<file path="src/rtl/cks_pkg.sv">
// shared types and codes for the capped ordered key set
// no dependencies

package cks_pkg;

    localparam int unsigned CAPACITY_DEF = 1024;

    localparam int unsigned KEY_W   = 64;
    localparam int unsigned FLAG_W  = 20;
    localparam int unsigned SLOT_W  = 10;
    localparam int unsigned REQ_W   = 3;
    localparam int unsigned TOTAL_W = 32;
    localparam int unsigned CNT_W   = 11;

    localparam logic [CNT_W-1:0]   MAX_ENTRIES_RST = 11'd1024;
    localparam logic [TOTAL_W-1:0] MAX_TOTAL_RST   = 32'hFFFF_FFFF;

    typedef enum logic [REQ_W-1:0] {
        REQ_ADD     = 3'd0,
        REQ_LOOKUP  = 3'd1,
        REQ_RM_KEY  = 3'd2,
        REQ_RM_POS  = 3'd3,
        REQ_READ    = 3'd4,
        REQ_CLEAR   = 3'd5
    } t_req;

    // configuration register indexes
    localparam logic CFG_MAX_ENTRIES = 1'b0;
    localparam logic CFG_MAX_TOTAL   = 1'b1;

    typedef struct packed {
        logic latch;
        logic idx_clr;
        logic idx_inc;
        logic idx_load_slot;
        logic rd_idx;
        logic rd_next;
        logic rd_slot;
        logic rd_head;
        logic wr_shift;
        logic wr_new;
        logic pos_cap;
        logic cap_rm;
        logic pop_head;
        logic pop_tail;
        logic clear;
        logic done;
        logic res_found;
        logic res_idx;
        logic res_key;
    } t_dp_cmd;

    typedef struct packed {
        logic [REQ_W-1:0] req;
        logic             scan_end;
        logic             idx_last;
        logic             key_match;
        logic             slot_ok;
        logic             full;
        logic             empty;
        logic             need_evict;
    } t_dp_stat;

endpackage

</file>
<file path="src/rtl/cks_ctrl.sv">
// controller state machine: sequences scans, shifts and evictions
// depends on cks_pkg

module cks_ctrl (
    input  logic              i_clk,
    input  logic              i_rst_n,
    input  logic              i_start,
    output logic              o_busy,
    input  cks_pkg::t_dp_stat i_stat,
    output cks_pkg::t_dp_cmd  o_cmd
);
    import cks_pkg::*;

    typedef enum logic [3:0] {
        S_IDLE, S_DISPATCH, S_SCAN, S_CMP, S_POSRD, S_SHIFT, S_SHWR,
        S_ADD_NEW, S_DROPF, S_ADD_WR, S_EVCHK, S_EVPOP, S_RESP
    } t_state;

    t_state r_state, n_state;
    logic   r_res_found, n_res_found;
    logic   r_res_idx, n_res_idx;
    logic   r_res_key, n_res_key;

    always_comb begin
        o_cmd       = '0;
        n_state     = r_state;
        n_res_found = r_res_found;
        n_res_idx   = r_res_idx;
        n_res_key   = r_res_key;
        case (r_state)
            S_IDLE: begin
                if (i_start) begin
                    o_cmd.latch = 1'b1;
                    n_state     = S_DISPATCH;
                end
            end
            S_DISPATCH: begin
                n_res_found = 1'b0;
                n_res_idx   = 1'b0;
                n_res_key   = 1'b0;
                case (i_stat.req) inside
                    REQ_ADD, REQ_LOOKUP, REQ_RM_KEY: begin
                        o_cmd.idx_clr = 1'b1;
                        n_state       = S_SCAN;
                    end
                    REQ_RM_POS, REQ_READ: begin
                        if (i_stat.slot_ok) begin
                            o_cmd.idx_load_slot = 1'b1;
                            o_cmd.rd_slot       = 1'b1;
                            n_state             = S_POSRD;
                        end else begin
                            n_state = S_RESP;
                        end
                    end
                    REQ_CLEAR: begin
                        o_cmd.clear = 1'b1;
                        n_state     = S_RESP;
                    end
                    default: begin
                        n_state = S_RESP;
                    end
                endcase
            end
            S_SCAN: begin
                if (i_stat.scan_end) begin
                    n_state = (i_stat.req == REQ_ADD) ? S_ADD_NEW : S_RESP;
                end else begin
                    o_cmd.rd_idx = 1'b1;
                    n_state      = S_CMP;
                end
            end
            S_CMP: begin
                if (i_stat.key_match) begin
                    o_cmd.pos_cap = 1'b1;
                    o_cmd.cap_rm  = 1'b1;
                    case (i_stat.req)
                        REQ_LOOKUP: begin
                            n_res_found = 1'b1;
                            n_res_idx   = 1'b1;
                            n_state     = S_RESP;
                        end
                        REQ_RM_KEY: begin
                            n_res_found = 1'b1;
                            n_res_idx   = 1'b1;
                            n_state     = S_SHIFT;
                        end
                        default: begin
                            // duplicate add leaves everything as is
                            n_state = S_RESP;
                        end
                    endcase
                end else begin
                    o_cmd.idx_inc = 1'b1;
                    n_state       = S_SCAN;
                end
            end
            S_POSRD: begin
                o_cmd.cap_rm = 1'b1;
                n_res_found  = 1'b1;
                n_res_idx    = 1'b1;
                n_res_key    = 1'b1;
                n_state      = (i_stat.req == REQ_RM_POS) ? S_SHIFT : S_RESP;
            end
            S_SHIFT: begin
                if (i_stat.idx_last) begin
                    o_cmd.pop_tail = 1'b1;
                    n_state        = S_RESP;
                end else begin
                    o_cmd.rd_next = 1'b1;
                    n_state       = S_SHWR;
                end
            end
            S_SHWR: begin
                o_cmd.wr_shift = 1'b1;
                o_cmd.idx_inc  = 1'b1;
                n_state        = S_SHIFT;
            end
            S_ADD_NEW: begin
                if (i_stat.full) begin
                    o_cmd.rd_head = 1'b1;
                    n_state       = S_DROPF;
                end else begin
                    n_state = S_ADD_WR;
                end
            end
            S_DROPF: begin
                o_cmd.pop_head = 1'b1;
                n_state        = S_ADD_WR;
            end
            S_ADD_WR: begin
                o_cmd.wr_new = 1'b1;
                n_res_found  = 1'b1;
                n_state      = S_EVCHK;
            end
            S_EVCHK: begin
                if (!i_stat.empty && i_stat.need_evict) begin
                    o_cmd.rd_head = 1'b1;
                    n_state       = S_EVPOP;
                end else begin
                    n_state = S_RESP;
                end
            end
            S_EVPOP: begin
                o_cmd.pop_head = 1'b1;
                n_state        = S_EVCHK;
            end
            S_RESP: begin
                o_cmd.done = 1'b1;
                n_state    = S_IDLE;
            end
            default: begin
                n_state = S_IDLE;
            end
        endcase
        o_cmd.res_found = r_res_found;
        o_cmd.res_idx   = r_res_idx;
        o_cmd.res_key   = r_res_key;
    end

    always_ff @(posedge i_clk) begin
        if (!i_rst_n) begin
            r_state     <= S_IDLE;
            r_res_found <= 1'b0;
            r_res_idx   <= 1'b0;
            r_res_key   <= 1'b0;
        end else begin
            r_state     <= n_state;
            r_res_found <= n_res_found;
            r_res_idx   <= n_res_idx;
            r_res_key   <= n_res_key;
        end
    end

    assign o_busy = (r_state != S_IDLE);

    a_accept_latch: assert property (@(posedge i_clk) disable iff (!i_rst_n)
        (i_start && !o_busy) |=> r_state == S_DISPATCH)
        else $error("accepted transfer not dispatched");
    a_done_idle: assert property (@(posedge i_clk) disable iff (!i_rst_n)
        o_cmd.done |=> !o_busy)
        else $error("controller busy after result");
    a_ram_single: assert property (@(posedge i_clk) disable iff (!i_rst_n)
        !(o_cmd.wr_shift && o_cmd.wr_new))
        else $error("two ram writes in one cycle");
endmodule
</file>
<file path="config.mk">
export PLATFORM = sky130hd
export DESIGN_NAME = cks_ctrl
export DESIGN_NICKNAME = d
export VERILOG_FILES = /design/src/rtl/cks_pkg.sv /design/src/rtl/cks_ctrl.sv
export SDC_FILE = /design/constraint.sdc
export NUM_CORES = 1
export LEC_CHECK = 0
export BUFFER_PORTS_ARGS = -buffer_cell sky130_fd_sc_hd__buf_4
export CAP_MARGIN = 20
export CORE_MARGIN = 2
export CORE_UTILIZATION = 33
export DETAILED_ROUTE_END_ITERATION = 6
export PLACE_DENSITY = 0.62
export SETUP_SLACK_MARGIN = 0.2
export SYNTH_ARGS = -nofsm -noshare
export SYNTH_HDL_FRONTEND = slang
export SYNTH_SLANG_ARGS = --single-unit
</file>
<file path="constraint.sdc">
create_clock -name i_clk -period 2.5 [get_ports i_clk]
set_clock_uncertainty 0.15 [all_clocks]
set_input_delay 0.125 -clock i_clk [delete_from_list [all_inputs] [get_ports i_clk]]
set_output_delay 0.125 -clock i_clk [all_outputs]
set_load 0.03 [all_outputs]
</file>
**Word-level counts from Yosys, hierarchy flattened**

Cells that the tools add are included.

- Bits of input ports: 13
- Bits in registers: 7

- Equality and inequality tests: 20
- Muxes and demuxes: 48
- Reduce and logical (&&, ||, !) cells: 16

Operators with widths:

| kind | count |
|---|---|
| case mux 4 bit (11 select lines) | 1 |
| two-way mux 4 bit | 10 |
| two-way mux 1 bit | 29 |
| == test 4 bit (second input constant) | 5 |
| == test 4 x 3 -> 1 bit (second input constant) | 4 |
| OR reduction 2 bit | 5 |
| == test 4 x 2 -> 1 bit (second input constant) | 2 |
| case mux 1 bit (2 select lines) | 4 |
| == test 3 x 2 -> 1 bit (second input constant) | 2 |
| == test 3 bit (second input constant) | 2 |
| inequality test 2 bit (second input constant) | 3 |
| case mux 1 bit (3 select lines) | 2 |
| AND reduction 3 bit | 2 |
| nonzero test 3 bit | 2 |
| == test 4 x 1 -> 1 bit (second input constant) | 1 |
| zero test 4 bit | 1 |
| nonzero test 4 bit | 1 |
| == test 3 x 1 -> 1 bit (second input constant) | 1 |
| zero test 3 bit | 1 |
| two-way mux 3 bit | 1 |
| OR reduction 3 bit | 1 |
| two-way mux 2 bit | 1 |
| nonzero test 2 bit | 1 |
| logical AND 1 bit | 1 |
| zero test 1 bit | 1 |

**Logic depth before layout (Yosys ltp)**

Gate-level depths: netlist of the first run.

- Depth in word-level cells: 5
- Mapped depth: 6
- Depth with buffers taken out: 4

**Worst setup path before layout of the first run**

Ideal clock, no wire load.

- Path kind: register -> output
- Start: register r_state[1]
- End: output port o_cmd[15] (netlist bit)
- Path buffers: 2
- Arrival time: 1.716 ns
- Cell stages (with the launch flop): 6
- Path slack: 0.509 ns
- Required time: 2.225 ns
- Cell sequence: dfxtp_1 buf_6 nor2_4 nand3_2 nor3_1 buf_4

RTL lines:

| item | RTL line | source |
|---|---|---|
| start: declaration | cks_ctrl.sv:19 | `t_state r_state, n_state;` |
| start signal: assignment | cks_ctrl.sv:167 | `r_state <= n_state;` |
| end: declaration | cks_ctrl.sv:10 | `output cks_pkg::t_dp_cmd o_cmd` |

==> results of run 1 <==
final cells by class:
class                           instances  area share [%]
Tap cell                               28           3.549
Sequential cell                         7           14.20
Inverter                                6           2.281
Timing Repair Buffer                   33           25.35
Multi-Input combinational cell         83           51.96
Clock buffer                            4           2.662
flip-flops by register name, summed over array words and instances (netlist names):
register     cells
r_state          4
r_res_found      1
r_res_idx        1
r_res_key        1
routing by layer:
| layer | global-route usage, % | wire [microns] | vias up |
|---|---|---|---|
| li1 | - | - | 433 |
| met1 | 22.69 | 1010 | 397 |
| met2 | 24.68 | 923 | 32 |
| met3 | 4.598 | 153 | 2 |
| met4 | 2.564 | 14 | 0 |
| met5 | 0 | 0 | - |
repair_timing:
item                      in CTS  in global routing
hold buffers                   0                  1
hold endpoints to repair       0                  3
setup buffers                  0                  0
tightest hold or removal path: stages:
cell and delay [ps]:
sky130_fd_sc_hd__buf_4 80, sky130_fd_sc_hd__o21ai_0 70, sky130_fd_sc_hd__o211ai_1 90, sky130_fd_sc_hd__a31oi_1 80
through the flow:
stage | total power, mW | std cells | setup slack (ps) | util (%)
6_report | 0.7795 | 161 | 383.0 | 45.06
2_1_floorplan | 0.5657 | 109 | 508.6 | -
5_1_grt | 0.8417 | 161 | 266.8 | 45.06
4_1_cts | 0.7792 | 160 | 385.8 | 44.60
3_3_place_gp | 0.6654 | 156 | 753.3 | 43.40
3_5_place_dp | 0.6686 | 156 | 679.7 | 43.40
layout by cell type (no fill, tap or decap), types with 4 or more instances in the layout:
cell type / instances
sky130_fd_sc_hd__inv_1: 6
sky130_fd_sc_hd__nor3b_1: 4
sky130_fd_sc_hd__a21oi_1: 6
sky130_fd_sc_hd__nor3_1: 7
sky130_fd_sc_hd__buf_4: 32
sky130_fd_sc_hd__nand2_1: 9
sky130_fd_sc_hd__nand2b_1: 7
sky130_fd_sc_hd__dfxtp_1: 7
sky130_fd_sc_hd__o21ai_0: 7
sky130_fd_sc_hd__nor2_1: 8
logic make-up after synthesis:
family | after synthesis | share of synthesized area [%]
AND/OR/NAND/NOR | 49 | 36.99
AO/OA/AOI/OAI | 32 | 27.83
buffers and inverters | 19 | 14.57
flip-flops | 7 | 18.33
XOR/XNOR | 2 | 2.292
worst max path at each step:
stage,to,slack [ps],cells after the start
after detailed placement,o_cmd[11],680,4
after floorplan,o_cmd[15],510,5
after global placement,r_res_found,750,4
final,o_cmd[11],380,4
after CTS,o_cmd[11],390,4
after global routing,o_cmd[11],270,4
power breakdown:
part	total [mW]	switching, mW	internal (mW)
clock network	0.104	0.0432	0.0610
registers	0.212	0.0709	0.141
logic	0.463	0.283	0.180
total	0.780	0.397	0.383
==> impl_summary.log, run 1 <==
INFO  metric yosysMostFrequentCell = sky130_fd_sc_hd__nand2_1
INFO  metric async_flop_share = 0%
INFO  metric die_width = between 50 and 60 microns
INFO  metric post_drt_antenna_nets = 0
INFO  metric synth-main-ff-cell = sky130_fd_sc_hd__dfxtp_1
INFO  metric place.port_buffers = 32
INFO  metric post_drt_wl_per_cell = 13.05 microns
INFO  metric finalHoldViolCount = 0
INFO  metric globalRouteOverflowTotal = 0
INFO  metric rrSetupSlack = 690 ps
INFO  metric grt_pass1_wl = 3.332 mm
INFO  metric ys_seq_elements = 7
INFO  metric dr.first_iter.drc_count = 24
INFO  metric max_slew_margin = 53.41%
INFO  metric min_clock_period_post_route = 2117 ps
INFO  metric synthesized_netlist_cell_count = 109
INFO  metric multi_input_comb_area = ~510 sq um
INFO  metric setup_tns = 0 ps
INFO  metric post-route-period-util = between 80% and 90%
INFO  metric synth_cell_type_count = 45
INFO  metric power.ir.vdd_worst = 0.0003679 V
INFO  metric post_cts_resized = 0
INFO  metric n_antenna_cell = 0
INFO  metric synth.yosys.warnings = 0
INFO  metric gr-usage-all-layers = 16.10%
INFO  metric dpl_cell_area = around 950 sq um
INFO  metric cp_slowest_stage_delay = 530 ps
INFO  metric routed_via_density = ~5.4
INFO  metric synth_enable_flop_cells = 0
INFO  metric synth.yosys.seq_area_share = 18.33%
INFO  metric rsz_0062_raised_after_global_routing = no
INFO  metric timing.critical_path.from = r_state[3]
INFO  metric cts_root_buffer = sky130_fd_sc_hd__clkbuf_4
INFO  metric status = complete, no violations
INFO  metric maxSlewViolCount = 0
INFO  metric startpoint_type = flip-flop
INFO  metric whs_endpoint = r_state[0]
INFO  metric cts.path.max_buffers = 2
INFO  metric worst_path_cell_trace = inv_1, or4_1, a21oi_1, buf_4
INFO  metric timing_worst_setup_path_type = reg2out
INFO  metric drt_wl_total = 2.101 mm
INFO  metric power.density_cell_area = 789.6 nW/um^2
INFO  metric path_max_fanout = 10
INFO  metric leakagePower = approximately 0.41 nW
INFO  metric grt_start_max_net_pins = 20
INFO  metric worst_hold_path_stage_count = 4
INFO  metric synth_common_cells = sky130_fd_sc_hd__nand2_1, sky130_fd_sc_hd__nor2_1
INFO  metric drc = 0
INFO  metric maxClockFrequency = 0.4724 GHz
INFO  metric n_fill_cell = roughly 230
INFO  metric initial_antenna_violation_count = 0
INFO  metric dieArea = 2718 sq um
INFO  metric reg2reg_from = r_state[1]
INFO  metric sequential_cell_area = 140.1 sq um
INFO  metric placeable_area = approximately 2200 sq um
INFO  metric worst-slew-pin-transition = 697.9 ps
INFO  metric crit_path_top_delay_cell = sky130_fd_sc_hd__dfxtp_1
INFO  metric hpwl = about 1.6 mm
INFO  metric kind_of_end_point_of_the_critical_path = output pin
INFO  metric critical-path-top-delay-family = flip-flops
INFO  metric holdCritStartpoint = i_stat[2]
INFO  metric synth_nets = 122
INFO  metric drive_gt1_share = about 29%
INFO  metric worst_hold_path_type = in2reg
INFO  metric worst_skew_pair.late_latency = 250 ps
INFO  metric ys_top_cells_by_area = sky130_fd_sc_hd__dfxtp_1, sky130_fd_sc_hd__nand2b_1, sky130_fd_sc_hd__buf_4
INFO  metric finish.net_count = ~150
INFO  metric drv_cap = 0
INFO  metric worst_r2r_path_depth = 4
INFO  metric synth_top_area_cell = sky130_fd_sc_hd__dfxtp_1
INFO  metric cts_num_sinks = 7
INFO  metric fin_hold_ws = approximately 98 ps
INFO  metric vias_in_the_first_global_route = 731
INFO  metric cp.required = 2230 ps
INFO  metric clock_tree_from_tritoncts = built
INFO  metric clkSlewWorstSetupHoldPaths = 50 ps
INFO  metric routabilityCongestion = between 0.8 and 0.9
INFO  metric core.rowCount = 17
INFO  metric synthesis.area = 764.5 sq um
INFO  metric postSynthAreaPerCell = 7.014 sq um
INFO  metric post-synth-top-area-fraction = between 10% and 20%
INFO  metric worst_r2r_endpoint = r_res_found
INFO  metric htree_num_levels = 1
INFO  metric drt_pass1_iterations = 4
INFO  metric floorplan.io_pins = 33
INFO  metric postLayoutCellArea = 987.2 sq um
INFO  metric cts-buffers-inserted = 3
INFO  metric floorplan.initialDensity = 34.89%
INFO  metric chipHeight = between 50 and 60 microns
INFO  metric report.final.setup_viol = 0
INFO  metric critPathArrivalTime = 1840 ps
INFO  metric worstPathBufferInverterCount = 2
INFO  metric syn2layout_area_growth = 29.13%
INFO  metric via_count = 864
(Power assumes the default switching activity.)
==> inputs of run 2 (changes only) <==
--- a/config.mk
+++ b/config.mk
@@ -10,7 +10,7 @@
 export CORE_MARGIN = 2
 export CORE_UTILIZATION = 33
 export DETAILED_ROUTE_END_ITERATION = 6
-export PLACE_DENSITY = 0.62
+export PLACE_DENSITY = 0.64
 export SETUP_SLACK_MARGIN = 0.2
 export SYNTH_ARGS = -nofsm -noshare
 export SYNTH_HDL_FRONTEND = slang
==> constraint.sdc (replaced) <==
create_clock -name i_clk -period 1.9 [get_ports i_clk]
set_clock_uncertainty 0.15 [all_clocks]
set_input_delay 0.095 -clock i_clk [delete_from_list [all_inputs] [get_ports i_clk]]
set_output_delay 0.095 -clock i_clk [all_outputs]
set_load 0.03 [all_outputs]
==> run 2 against run 1 <==
Against the previous run:
- clock power is 32% higher
- largest power group unchanged
- register-to-register slack worse by 330 ps
- critical endpoint unchanged
- global-route usage grew 0.14 points
- setup slack worse by 220 ps
- core utilization grew 4.6 points
- non-clock buffer count rose by 7
- critical path depth decreased by 1
- flip-flop and latch count unchanged
- worst hold slack gained 3.7 ps
- sequential share of layout area shrank 0.39 points
==> impl_summary.log, run 2 (synthesis gave the netlist of run 1 again) <==
INFO  metric leakagePower = 0.4560 nW
INFO  metric final_setup_margin = 162.6 ps
INFO  metric grt_pass1_wl = 3.374 mm
INFO  metric chipHeight = 52.13 microns
INFO  metric placeable_area = 2191 sq um
INFO  metric cts_num_sinks = 7
INFO  metric syn2layout_area_growth = 42.23%
INFO  metric status = complete, no violations
INFO  metric clkSlewWorstSetupHoldPaths = 60 ps
INFO  metric place.detailed.instances = 158
INFO  metric finalNonFillerCells = approximately 170
INFO  metric max_slew_margin = 69.07%
INFO  metric drc = 0
INFO  metric cts_root_buffer = sky130_fd_sc_hd__clkbuf_4
INFO  metric crit_path_top_delay_cell = sky130_fd_sc_hd__or4_1
INFO  metric startpoint_type = flip-flop
INFO  metric largest_register_ff_count = 4
INFO  metric vias_in_the_first_global_route = around 770
INFO  metric critPathArrivalTime = roughly 1500 ps
INFO  metric via_count = 906
INFO  metric most_common_library_cell_in_the_layout_ignoring_fill_and_taps = sky130_fd_sc_hd__buf_4
INFO  metric cp.required = 1650 ps
INFO  metric drv_cap = 0
INFO  metric n_fill_cell = 218
INFO  metric report.final.setup_viol = 0
INFO  metric post_drt_antenna_nets = 0
INFO  metric postLayoutCellArea = 1087 sq um
INFO  metric finalHoldViolCount = 0
INFO  metric maxSlewViolCount = 0
INFO  metric drt_wl_total = 2.209 mm
INFO  metric kind_of_end_point_of_the_critical_path = output pin
INFO  metric post-route-period-util = 91.44%
INFO  metric maxClockFrequency = 0.5756 GHz
INFO  metric cp_slowest_stage_delay = approximately 550 ps
INFO  metric cts.path.max_buffers = 2
INFO  metric core.rowCount = 17
INFO  metric drt_pass1_iterations = 4
INFO  metric power.density_cell_area = 1031 nW/um^2
INFO  metric initial_antenna_violation_count = 0
INFO  metric routabilityCongestion = 0.8578
INFO  metric floorplan.initialDensity = 34.89%
INFO  metric floorplan.io_pins = 33
INFO  metric dpl_cell_area = 980.9 sq um
INFO  metric hpwl = about 1.6 mm
INFO  metric worstPathBufferInverterCount = 1
INFO  metric finish.net_count = 154
INFO  metric gr-usage-all-layers = 16.24%
INFO  metric globalRouteOverflowTotal = 0
INFO  metric die_width = 52.13 microns
INFO  metric place.port_buffers = 32
INFO  metric worst_path_cell_trace = or4_1, a21oi_2, buf_6
INFO  metric dieArea = 2718 sq um
INFO  metric n_antenna_cell = 0
INFO  metric worst_skew_pair.late_latency = 250 ps
INFO  metric place_worst_setup_slack = 188.6 ps
INFO  metric path_max_fanout = 12
INFO  metric max_flop_register = r_state
INFO  metric clock_tree_from_tritoncts = built
INFO  metric critical-path-top-delay-family = simple AND/OR/NAND/NOR gates
INFO  metric min_clock_period_post_route = 1737 ps
INFO  metric power.ir.vdd_worst = about 0.0007 V
INFO  metric worst-slew-pin-transition = 463.9 ps
INFO  metric rsz_0062_raised_after_global_routing = yes
INFO  metric setup_tns = 0 ps
INFO  metric design_power_total = 1.121 mW
INFO  metric post_drt_wl_per_cell = 13.15 microns
INFO  metric htree_num_levels = 1
INFO  metric timing_worst_setup_path_type = reg2out
INFO  metric grt_start_max_net_pins = 19
INFO  metric cts-buffers-inserted = 3
INFO  metric rrSetupSlack = roughly 360 ps
INFO  metric routed_via_density = 5.393
INFO  metric drive_gt1_share = 38.57%
INFO  metric final_cell_mix = sky130_fd_sc_hd__buf_4, sky130_fd_sc_hd__nand2_1, sky130_fd_sc_hd__nor2_1, sky130_fd_sc_hd__nand2b_1, sky130_fd_sc_hd__o21ai_0
INFO  metric worst_hold_path_type = in2reg
INFO  metric dr.first_iter.drc_count = 26
==> run 2: cell types whose count changed in the layout (fill, tap and decap cells not counted), moves of 2 or more <==
cell / previous run / this run
sky130_fd_sc_hd__dfxtp_1: 7 / 3
sky130_fd_sc_hd__dfxtp_2: 0 / 2
sky130_fd_sc_hd__nor3_1: 7 / 5
sky130_fd_sc_hd__dfxtp_4: 0 / 2
sky130_fd_sc_hd__buf_4: 32 / 38
==> run 2: power breakdown <==
| part | switching (mW) | internal [mW] | total, mW |
|---|---|---|---|
| sequential | 0.0778 | 0.196 | 0.274 |
| combinational | 0.415 | 0.295 | 0.710 |
| clock | 0.0570 | 0.0803 | 0.137 |
==> run 2: through the flow <==
step                hold WS [ps]  util, %
finish                     101.9    49.63
global route               108.2    49.63
CTS                        97.80    46.60
detailed placement         230.3    44.77
global placement           230.6    44.77
floorplan                  98.14        -
==> run 2: path summary, 6_finish.rpt <==
kind,startpoint,to,cells past startpoint
max,r_state[2],o_cmd[11],3
min,i_stat[2],r_state[0],4
max reg2reg,r_state[2],r_state[0],4
min reg2reg,r_res_idx,r_res_idx,2
==> run 2: repair_timing <==
item,in CTS,in global routing
buffers inserted,0,5
resized for setup,3,7
endpoints found under the setup margin,14,10
hold endpoints to repair,3,0
hold buffers,1,0
==> run 2: worst register-to-register path, cell delays in order (launching register included) <==
cell	delay [ps]
sky130_fd_sc_hd__dfxtp_2	390
sky130_fd_sc_hd__nor2_1	260
sky130_fd_sc_hd__nand2_1	110
sky130_fd_sc_hd__o221ai_1	390
sky130_fd_sc_hd__a31oi_1	100
==> run 2: per-layer routing <==
layer / vias to the layer above / wire (microns) / track usage (%)
met5: - / 0 / 0
met4: 0 / 0 / 2.137
met3: 0 / 109 / 5.172
met2: 25 / 1112 / 26.16
met1: 431 / 987 / 21.66
li1: 450 / - / -
==> run 2: layout make-up <==
cell class                      instances  area, sq um  area share (%)
Multi-Input combinational cell         83        546.8           50.29
Inverter                                6        22.52           2.071
Sequential cell                         7        150.1           13.81
Tap cell                               28        35.03           3.222
Clock buffer                            4        26.28           2.417
Timing Repair Buffer                   40        306.5           28.19
==> inputs of run 3 (changes only) <==
--- a/config.mk
+++ b/config.mk
@@ -7,6 +7,7 @@
 export LEC_CHECK = 0
 export BUFFER_PORTS_ARGS = -buffer_cell sky130_fd_sc_hd__buf_4
 export CAP_MARGIN = 20
+export CORE_ASPECT_RATIO = 0.75
 export CORE_MARGIN = 2
 export CORE_UTILIZATION = 33
 export DETAILED_ROUTE_END_ITERATION = 6
==> constraint.sdc (replaced) <==
create_clock -name i_clk -period 1.9 [get_ports i_clk]
set_clock_uncertainty 0.15 [all_clocks]
set_input_delay 0.095 -clock i_clk [delete_from_list [all_inputs] [get_ports i_clk]]
set_output_delay 0.095 -clock i_clk [all_outputs]
set_load 0.1 [all_outputs]
==> run 3 against run 2 <==
Against the previous run:
- final area is 27% higher
- via count is 4.0% higher
- clock-buffer cell count stayed put
- worst hold slack worse by 22 ps
- wire length is 10% higher
- fmax is 0.61% lower
- first-iteration DRC count is 42% higher
- clock power hardly changed
- global-route usage is 2.7 points higher
- core utilization is 11 points higher
==> impl_summary.log, run 3 (synthesis gave the netlist of run 1 again) <==
INFO  metric power.density_cell_area = about 1200 nW/um^2
INFO  metric post_drt_antenna_nets = 0
INFO  metric worst_hold_path_type = in2reg
INFO  metric fin_hold_ws = 79.99 ps
INFO  metric power.share.sequential = 14.6%
INFO  metric drive_gt1_share = between 50% and 60%
INFO  metric kind_of_end_point_of_the_critical_path = output pin
INFO  metric leakagePower = 0.5572 nW
INFO  metric final_setup_margin = 151.9 ps
INFO  metric drt_wl_total = roughly 2.4 mm
INFO  metric worst_r2r_endpoint = r_state[3]
INFO  metric maxSlewViolCount = 0
INFO  metric place.port_buffers = 32
INFO  metric power_report.internal_total = between 0.7 and 0.8 mW
INFO  metric n_fill_cell = 204
INFO  metric maxClockFrequency = 0.5720 GHz
INFO  metric placeable_area = 2252 sq um
INFO  metric clock_power_share = 8.0%
INFO  metric post-route-period-util = 92.01%
INFO  metric max_flop_register = r_state
INFO  metric routed_via_density = 5.383
INFO  metric combinationalPowerShare = 77.4%
INFO  metric htree_num_levels = 1
INFO  metric critPathArrivalTime = 1500 ps
INFO  metric die_width = 59.58 microns
INFO  metric status = complete, no violations
INFO  metric cts-buffers-inserted = 3
INFO  metric rrSetupSlack = around 220 ps
INFO  metric finalHoldViolCount = 0
INFO  metric fin_util = roughly three fifths
INFO  metric dr.first_iter.drc_count = 37
INFO  metric final_cell_mix = sky130_fd_sc_hd__buf_4, sky130_fd_sc_hd__nand2_1, sky130_fd_sc_hd__o21ai_0, sky130_fd_sc_hd__buf_6, sky130_fd_sc_hd__nor3_4
INFO  metric floorplan.initialDensity = around 34%
INFO  metric place_worst_setup_slack = 134.9 ps
INFO  metric grt_start_max_net_pins = 13
INFO  metric chipHeight = 45.69 microns
INFO  metric startpoint_type = flip-flop
INFO  metric largest_register_ff_count = 4
INFO  metric power.ir.vdd_worst = 0.001066 V
INFO  metric path_max_fanout = 6
INFO  metric most_common_library_cell_in_the_layout_ignoring_fill_and_taps = sky130_fd_sc_hd__buf_4
INFO  metric hpwl = 1.703 mm
INFO  metric report.final.setup_viol = 0
INFO  metric clock_tree_from_tritoncts = built
INFO  metric min_clock_period_post_route = 1748 ps
INFO  metric cts_num_sinks = 7
INFO  metric cts.path.max_buffers = 2
INFO  metric design_power_total = about 1.7 mW
INFO  metric reg2reg_from = r_state[3]
INFO  metric routabilityCongestion = 0.8099
INFO  metric timing.critical_path.from = r_state[2]
INFO  metric post_drt_wl_per_cell = between 10 and 15 microns
INFO  metric dieArea = around 2700 sq um
INFO  metric floorplan.io_pins = 33
INFO  metric gr-usage-all-layers = 18.91%
INFO  metric worst_skew_pair.late_latency = ~260 ps
INFO  metric cp.required = 1650 ps
INFO  metric grt_pass1_wl = 3.732 mm
INFO  metric finish.net_count = 164
INFO  metric drt_pass1_iterations = 4
INFO  metric syn2layout_area_growth = 80.03%
INFO  metric power.switching_fraction = ~59%
INFO  metric n_antenna_cell = 0
INFO  metric globalRouteOverflowTotal = 0
INFO  metric via_count = around 940
INFO  metric netSwitchingPower = 1.012 mW
INFO  metric vias_in_the_first_global_route = 792
INFO  metric clkSlewWorstSetupHoldPaths = 60 ps
INFO  metric drv_cap = 0
INFO  metric rsz_0062_raised_after_global_routing = yes
INFO  metric worstSetupEndpoint = o_cmd[11]
INFO  metric dpl_cell_area = 1140 sq um
INFO  metric worst-slew-pin-transition = 411.1 ps
INFO  metric timing_worst_setup_path_type = reg2out
INFO  metric cts_root_buffer = sky130_fd_sc_hd__clkbuf_4
INFO  metric postLayoutCellArea = 1376 sq um
INFO  metric worst_r2r_path_depth = 6
INFO  metric core.rowCount = 15
INFO  metric initial_antenna_violation_count = 0
INFO  metric max_slew_margin = 72.60%
INFO  metric drc = 0
==> run 3: changes by cell type in the layout (fill, tap and decap cells not counted), sizes merged <==
| cell | delta |
|---|---|
| inv | -1 |
| buf | +10 |
| clkinvlp | +1 |
==> run 3: per-stage QoR <==
stage	TNS (ps)	std cells
after detailed placement	0	159
final	0	175
after global routing	0	175
after global placement	0	159
after CTS	0	175
after floorplan	-269.2	109
==> run 3: worst min path at each step <==
stage	startpoint	to	slack, ps	depth (start not counted)
after CTS	i_stat[7]	r_state[0]	70	4
after global placement	i_rst_n	r_res_found	220	2
final	i_stat[2]	r_state[0]	80	4
after detailed placement	i_rst_n	r_res_idx	230	2
after global routing	i_stat[2]	r_state[0]	90	4
after floorplan	i_rst_n	r_res_found	100	1
==> run 3: final cells by class <==
class | instances | area [sq um] | area share, %
clock buffers | 4 | 26.28 | 1.909
inverters | 6 | 26.28 | 1.909
multi-input cells | 83 | 663.1 | 48.18
flip-flops and latches | 7 | 152.6 | 11.09
well taps | 25 | 31.28 | 2.273
repair buffers | 50 | 476.7 | 34.64
==> run 3: layer usage <==
layer	global-route usage, %	wire length, microns	part of all wire, %
met2	30.11	1175	48
met1	26.15	1109	45
met5	0	0	0
met4	2.222	0	0
met3	5.682	156	6.4
==> run 3: timing repair <==
| item | 4_1_cts | 5_1_grt |
|---|---|---|
| hold endpoints to repair | 3 | 0 |
| pin swaps | 5 | 0 |
| resized for setup | 26 | 10 |
| hold buffers | 1 | 0 |
| setup buffers | 11 | 0 |
| setup endpoints to repair | 20 | 15 |
==> run 3: power groups by stage <==
stage	Sequential (mW)	Combinational, mW	Clock, mW
global placement	0.272	1.13	0
finish	0.251	1.33	0.137
detailed placement	0.272	1.13	0
floorplan	0.206	1.03	0
global route	0.257	1.40	0.155
CTS	0.250	1.30	0.143
==> run 3: critical path: stages (launching register included) <==
cell and delay [ps]:
sky130_fd_sc_hd__dfxtp_4 370, sky130_fd_sc_hd__or4_4 550, sky130_fd_sc_hd__a21oi_4 150, sky130_fd_sc_hd__buf_12 180
